===== config.mk =====
export PLATFORM = sky130hd
export DESIGN_NAME = scancode_set1_decoder
export DESIGN_NICKNAME = d
export VERILOG_FILES = /design/src/sv/sc1_pkg.sv /design/src/sv/sc1_decode.sv /design/src/sv/scancode_set1_decoder.sv
export SDC_FILE = /design/constraint.sdc
export NUM_CORES = 1
export LEC_CHECK = 0
export ABC_AREA = 1
export BUFFER_PORTS_ARGS = -buffer_cell sky130_fd_sc_hd__buf_2
export CELL_PAD_IN_SITES_DETAIL_PLACEMENT = 0
export CELL_PAD_IN_SITES_GLOBAL_PLACEMENT = 1
export CORE_MARGIN = 2
export CORE_UTILIZATION = 47
export CTS_BUF_LIST = sky130_fd_sc_hd__clkbuf_2 sky130_fd_sc_hd__clkbuf_4 sky130_fd_sc_hd__clkbuf_8
export DETAILED_ROUTE_END_ITERATION = 12
export GPL_ROUTABILITY_DRIVEN = 0
export PLACE_DENSITY = 0.86
export SLEW_MARGIN = 20
export SYNTH_ARGS = -nofsm -noshare
export SYNTH_HDL_FRONTEND = slang
export SYNTH_HIERARCHICAL = 1
export SYNTH_SLANG_ARGS = --single-unit

===== constraint.sdc =====
create_clock -name aclk -period 5.9 [get_ports aclk]
set_clock_uncertainty 0.2 [all_clocks]
set_input_delay 0.295 -clock aclk [delete_from_list [all_inputs] [get_ports aclk]]
set_output_delay 0.295 -clock aclk [all_outputs]
set_load 0.1 [all_outputs]

===== src/sv/sc1_pkg.sv =====
// Shared types, codes and key lookup tables for the scan code set 1 decoder.
package sc1_pkg;

    localparam int unsigned SCAN_W = 8;
    localparam int unsigned KEY_W  = 7;

    localparam logic [SCAN_W-1:0] PREFIX_EXT    = 8'hE0;
    localparam logic [SCAN_W-1:0] PREFIX_PAUSE  = 8'hE1;
    localparam logic [SCAN_W-1:0] FAKE_LSHIFT   = 8'h2A;
    localparam logic [SCAN_W-1:0] FAKE_RSHIFT   = 8'h36;
    localparam logic [SCAN_W-1:0] PAUSE_BYTE_LO = 8'h1D;
    localparam logic [SCAN_W-1:0] PAUSE_BYTE_HI = 8'h45;
    localparam logic [KEY_W-1:0]  KEY_NONE      = 7'd0;
    localparam logic [KEY_W-1:0]  KEY_PAUSE     = 7'd119;

    typedef enum logic [1:0] {
        PAUSE_IDLE   = 2'd0,
        PAUSE_FIRST  = 2'd1,
        PAUSE_SECOND = 2'd2
    } pause_stage_t;

    typedef struct packed {
        logic [KEY_W-1:0] key_code;
        logic             is_release;
        logic             drop;       // fake shift: no transaction
    } sc1_result_t;

    function automatic logic [KEY_W-1:0] lookup_normal(input logic [SCAN_W-1:0] code);
        logic [KEY_W-1:0] key;
        key = KEY_NONE;
        if (code <= 8'd82) begin
            key = code[KEY_W-1:0];
        end else if (code == 8'd83) begin
            key = 7'd84;
        end else if (code >= 8'd86 && code <= 8'd88) begin
            key = code[KEY_W-1:0];
        end
        return key;
    endfunction

    function automatic logic [KEY_W-1:0] lookup_extended(input logic [SCAN_W-1:0] code);
        logic [KEY_W-1:0] key;
        unique case (code)
            8'd28:   key = 7'd96;
            8'd29:   key = 7'd97;
            8'd53:   key = 7'd99;
            8'd56:   key = 7'd100;
            8'd71:   key = 7'd102;
            8'd72:   key = 7'd103;
            8'd73:   key = 7'd104;
            8'd75:   key = 7'd105;
            8'd77:   key = 7'd106;
            8'd79:   key = 7'd107;
            8'd80:   key = 7'd108;
            8'd81:   key = 7'd109;
            8'd82:   key = 7'd110;
            8'd83:   key = 7'd111;
            default: key = KEY_NONE;
        endcase
        return key;
    endfunction

endpackage


===== src/sv/sc1_decode.sv =====
// Prefix tracking state and combinational decode of one scan code byte.
module sc1_decode (
    input  logic                        aclk,
    input  logic                        aresetn,
    input  logic [sc1_pkg::SCAN_W-1:0]  scan_byte,
    input  logic                        advance,   // byte leaves the input register
    output sc1_pkg::sc1_result_t        result
);
    import sc1_pkg::*;

    logic           ext_reg, ext_next;
    pause_stage_t   stage_reg, stage_next;
    logic [SCAN_W-1:0] first_reg, first_next;

    pause_stage_t   stage;
    logic           brk;
    logic [SCAN_W-1:0] code;

    always_comb begin
        unique case (stage_reg)
            PAUSE_FIRST:  stage = PAUSE_FIRST;
            PAUSE_SECOND: stage = PAUSE_SECOND;
            default:      stage = PAUSE_IDLE;
        endcase

        // bit 7 is a break mark unless the byte is a fresh prefix
        brk = scan_byte[SCAN_W-1]
              && (stage != PAUSE_IDLE || scan_byte != PREFIX_PAUSE)
              && (ext_reg || scan_byte != PREFIX_EXT);
        code = brk ? {1'b0, scan_byte[SCAN_W-2:0]} : scan_byte;

        result.key_code   = KEY_NONE;
        result.is_release = brk;
        result.drop       = 1'b0;
        ext_next          = ext_reg;
        stage_next        = stage;
        first_next        = first_reg;

        if (ext_reg) begin
            ext_next = 1'b0;
            if (code == FAKE_LSHIFT || code == FAKE_RSHIFT) begin
                result.drop = 1'b1;
            end else begin
                result.key_code = lookup_extended(code);
            end
        end else if (stage == PAUSE_SECOND) begin
            if (code == PAUSE_BYTE_HI && first_reg == PAUSE_BYTE_LO) begin
                result.key_code = KEY_PAUSE;
            end
            stage_next = PAUSE_IDLE;
        end else if (stage == PAUSE_FIRST) begin
            first_next = code;
            stage_next = PAUSE_SECOND;
        end else if (code == PREFIX_EXT) begin
            ext_next = 1'b1;
        end else if (code == PREFIX_PAUSE) begin
            stage_next = PAUSE_FIRST;
        end else begin
            result.key_code = lookup_normal(code);
        end
    end

    always_ff @(posedge aclk) begin
        if (!aresetn) begin
            ext_reg   <= 1'b0;
            stage_reg <= PAUSE_IDLE;
            first_reg <= '0;
        end else if (advance) begin
            ext_reg   <= ext_next;
            stage_reg <= stage_next;
            first_reg <= first_next;
        end
    end

endmodule


===== src/sv/scancode_set1_decoder.sv =====
// Top level: input register, set 1 decode and result register of the scan code decoder.
// Takes one scan code set 1 byte per transaction and returns a key code plus a release
// flag, one result per byte except for the fake shift bytes after an E0 prefix, which
// give none. Each byte is held in the input register, where the prefix state and the
// table lookups are evaluated, and then sits in the result register until taken; a new
// byte is accepted every cycle as long as the result side keeps draining, so throughput
// is one byte per cycle.
module scancode_set1_decoder (
    input  logic                       aclk,
    input  logic                       aresetn,
    input  logic                       s_tvalid,
    output logic                       s_tready,
    input  logic [7:0]                 s_tdata,   // [7:0] scan_byte
    output logic                       m_tvalid,
    input  logic                       m_tready,
    output logic [7:0]                 m_tdata,   // [6:0] key_code, [7] zero
    output logic                       m_tuser    // [0] is_release
);
    import sc1_pkg::*;

    logic              in_valid_reg, in_valid_next;
    logic [SCAN_W-1:0] in_byte_reg;
    logic              out_valid_reg, out_valid_next;
    logic [KEY_W-1:0]  out_key_reg;
    logic              out_rel_reg;
    logic              advance;
    logic              load_out;
    sc1_result_t       result;

    sc1_decode u_decode (
        .aclk      (aclk),
        .aresetn   (aresetn),
        .scan_byte (in_byte_reg),
        .advance   (advance),
        .result    (result)
    );

    // a dropped byte needs no room in the result register
    assign advance  = in_valid_reg && (result.drop || !out_valid_reg || m_tready);
    assign load_out = advance && !result.drop;
    assign s_tready = !in_valid_reg || advance;

    always_comb begin
        in_valid_next  = s_tready ? s_tvalid : in_valid_reg;
        out_valid_next = load_out ? 1'b1 : (out_valid_reg && !m_tready);
    end

    always_ff @(posedge aclk) begin
        if (!aresetn) begin
            in_valid_reg  <= 1'b0;
            out_valid_reg <= 1'b0;
        end else begin
            in_valid_reg  <= in_valid_next;
            out_valid_reg <= out_valid_next;
        end
    end

    always_ff @(posedge aclk) begin
        if (s_tready && s_tvalid) begin
            in_byte_reg <= s_tdata;
        end
        if (load_out) begin
            out_key_reg <= result.key_code;
            out_rel_reg <= result.is_release;
        end
    end

    assign m_tvalid = out_valid_reg;
    assign m_tdata  = {1'b0, out_key_reg};
    assign m_tuser  = out_rel_reg;

endmodule

==> impl_metrics.env <==
export IMPL_synth_fa_ha_area_frac=0.0216
export IMPL_worstSetupPathType="flop to flop"
export IMPL_synth_mux_area_frac=0
export IMPL_max_cap_viol_count=0
export IMPL_clock_latency_ps=290
export IMPL_fin_nets=259
export IMPL_synth_top_family_by_area="simple AND/OR/NAND/NOR gates"
export IMPL_grt_pass1_vias=1360
export IMPL_synthSimpleGateAreaFrac=0.297
export IMPL_min_path_type="input pin to flop"
export IMPL_firstDrtPassIters=5
export IMPL_drt_initial_drc_count=99
export IMPL_ctsRootBufferMaster="clkbuf_8"
export IMPL_synth_xor_area_frac=0
export IMPL_synth_seq_area_share=0.427
export IMPL_grt_max_degree=17
export IMPL_syn_num_nets=231
export IMPL_dieArea_sq_um=4190
export IMPL_synth_area_leaders="edfxtp_1, dfxtp_1, nand2_1, inv_1, o21ai_0"
export IMPL_whs_ps=80.3
export IMPL_synth_compound_area_frac=0.129
export IMPL_ir_drop_mv=0.137
export IMPL_min_period_ps=2820
export IMPL_cts_buffers=5
export IMPL_area_delta_synth_final_pct=15.8
export IMPL_finalSetupViolations=0
export IMPL_drt_total_wl_um=3690
export IMPL_n_fill_cell=342
export IMPL_fin_crit_sh=0.478
export IMPL_dp_final_hpwl_um=2700
export IMPL_cts_tree="built"
export IMPL_grt_pass1_wl_um=6110
export IMPL_power_density_nw_per_um2=248
export IMPL_ioPinCount=23
export IMPL_post_cts_buffers=0
export IMPL_initial_core_util=0.481
export IMPL_num_antenna_cells=0
export IMPL_ys_warnings_count=6
export IMPL_holdPathStages=3
export IMPL_p_leak_nw=0.951
export IMPL_grt_overflow=0
export IMPL_dpl_cell_area_sq_um=1830
export IMPL_netlist_instances=216
export IMPL_clock_path_buffers=2
export IMPL_cts_sinks=29
export IMPL_ys_ff_latch=29
export IMPL_routedWlPerCell_um=12.6
export IMPL_antenna_left=0
export IMPL_avgSynthCellArea_sq_um=8.03
export IMPL_maxSlewHeadroom=0.550
export IMPL_path_max_fanout=16
export IMPL_track_usage=0.192
export IMPL_fin_area_sq_um=2010
export IMPL_via_count=1477
export IMPL_fp_dieW_um=64.7
export IMPL_rows=22
export IMPL_rsz0062_at_grt="false"
export IMPL_maxSlewViolCount=0
export IMPL_final_util=0.557
export IMPL_clkTransAtPathRegs_ps=60
export IMPL_drc=0
export IMPL_critPathArrivalTime_ps=2830
export IMPL_yosys_area_top_type="edfxtp_1"
export IMPL_vias_per_cell=5.04
export IMPL_end_kind="flop"
export IMPL_post_place_ws_ps=3120
export IMPL_status="finished clean"
export IMPL_die_y_um=64.7
export IMPL_multiInputGateArea_sq_um=779
export IMPL_setup_tns_final_ps=0
export IMPL_worst_setup_path_start_kind="flop"
export IMPL_required_ps=5910
export IMPL_antenna_found_initial=0
export IMPL_fmax_mhz=355
export IMPL_core_area_sq_um=3610
export IMPL_drive_gt1_frac=0.237
export IMPL_hold_viol=0
export IMPL_tightest_slew_ps=670
export IMPL_htreeDepth=2
export IMPL_setup_ws_ps=3080
export IMPL_io_buffers=21
export IMPL_synth_cell_type_count=33
export IMPL_r2r_cells=13
export IMPL_regArea_sq_um=741
export IMPL_syn_area_sq_um=1730
export IMPL_synth_top_area_frac=0.277
==> metal layers <==
metal / vias to the layer above / share of wire / global-route usage
met1: 664 / 0.46 / 0.232
met4: 0 / 0.016 / 0.101
met3: 5 / 0.046 / 0.0365
met5: - / 0 / 0
li1: 768 / - / -
met2: 40 / 0.48 / 0.323
==> placed cells by master, fill, tap and decap left out, types with 3 or more instances in the layout <==
master and count:
nor3_1 3, buf_2 21, ha_1 3, a21oi_1 12
nor2_2 3, clkbuf_8 7, inv_2 7, nand2_2 4
edfxtp_1 16, o21ai_1 6, nand3_1 14, o21ai_0 15
dlygate4sd3_1 8, nand4_1 5, inv_1 28, dfxtp_1 13
nor2_1 15, nand2_1 42, nor2_4 3, nand4_2 3
==> logic make-up after synthesis <==
logic type | count (synthesis)
buffers and inverters | 45
AOI/OAI and AO/OA | 40
DFF | 29
adders and majority gates | 3
other | 1
and+or+nand+nor | 98
==> repair_timing <==
| item | in CTS | in global routing |
|---|---|---|
| hold buffers | 8 | 0 |
| resized for setup | 0 | 0 |
| hold endpoints to repair | 8 | 0 |
==> where the power goes <==
part	total [mW]	switching, mW	internal, mW
clock	0.180	0.0748	0.105
combinational	0.0836	0.0619	0.0216
sequential	0.234	0.0105	0.223
==> synthesized netlist by cell type (all sizes together) <==
cell type,n
o221ai,2
o211ai,1
nand2,47
edfxtp,16
nand3,16
a21oi,13
clkinv,1
dfxtp,13
ha,3
clkbuf,1
nor2,21
or2,1
o21ai,23
conb,1
inv,36
buf,7
o21bai,1
nand4,8
nor3,4
nor4,1
==> area by class of cell <==
class / instances / area share
clock buffer: 7 / 0.0480
clock inverter: 1 / 0.00249
inverter: 37 / 0.0704
multi-input combinational: 142 / 0.388
sequential: 29 / 0.369
tap: 48 / 0.0299
timing repair buffer: 29 / 0.0922
==> worst paths after layout <==
check,start,to,slack (ps)
max,in_byte_reg[3],u_decode/first_reg[2],3080
min reg2reg,u_decode/stage_reg[0],u_decode/stage_reg[0],310
max reg2reg,in_byte_reg[3],u_decode/first_reg[2],3080
min,s_tvalid,in_valid_reg,80
==> stage by stage <==
stage	total power, mW	std cells
4_1_cts	0.502	293
2_1_floorplan	0.304	216
3_3_place_gp	0.317	277
6_report	0.498	293
3_5_place_dp	0.317	277
5_1_grt	0.517	293
==> worst max-delay path, cell delays in order (launching register included) <==
cell	delay, ps
edfxtp_1	530
inv_2	180
nand2_2	90
nor2_1	180
o21ai_0	110
nor2_1	120
inv_1	90
nand3_1	70
nand2_1	60
inv_2	90
inv_1	90
nor4_4	590
o21ai_0	190
a21oi_1	150
No activity file was read; power rests on OpenSTA's default activity.
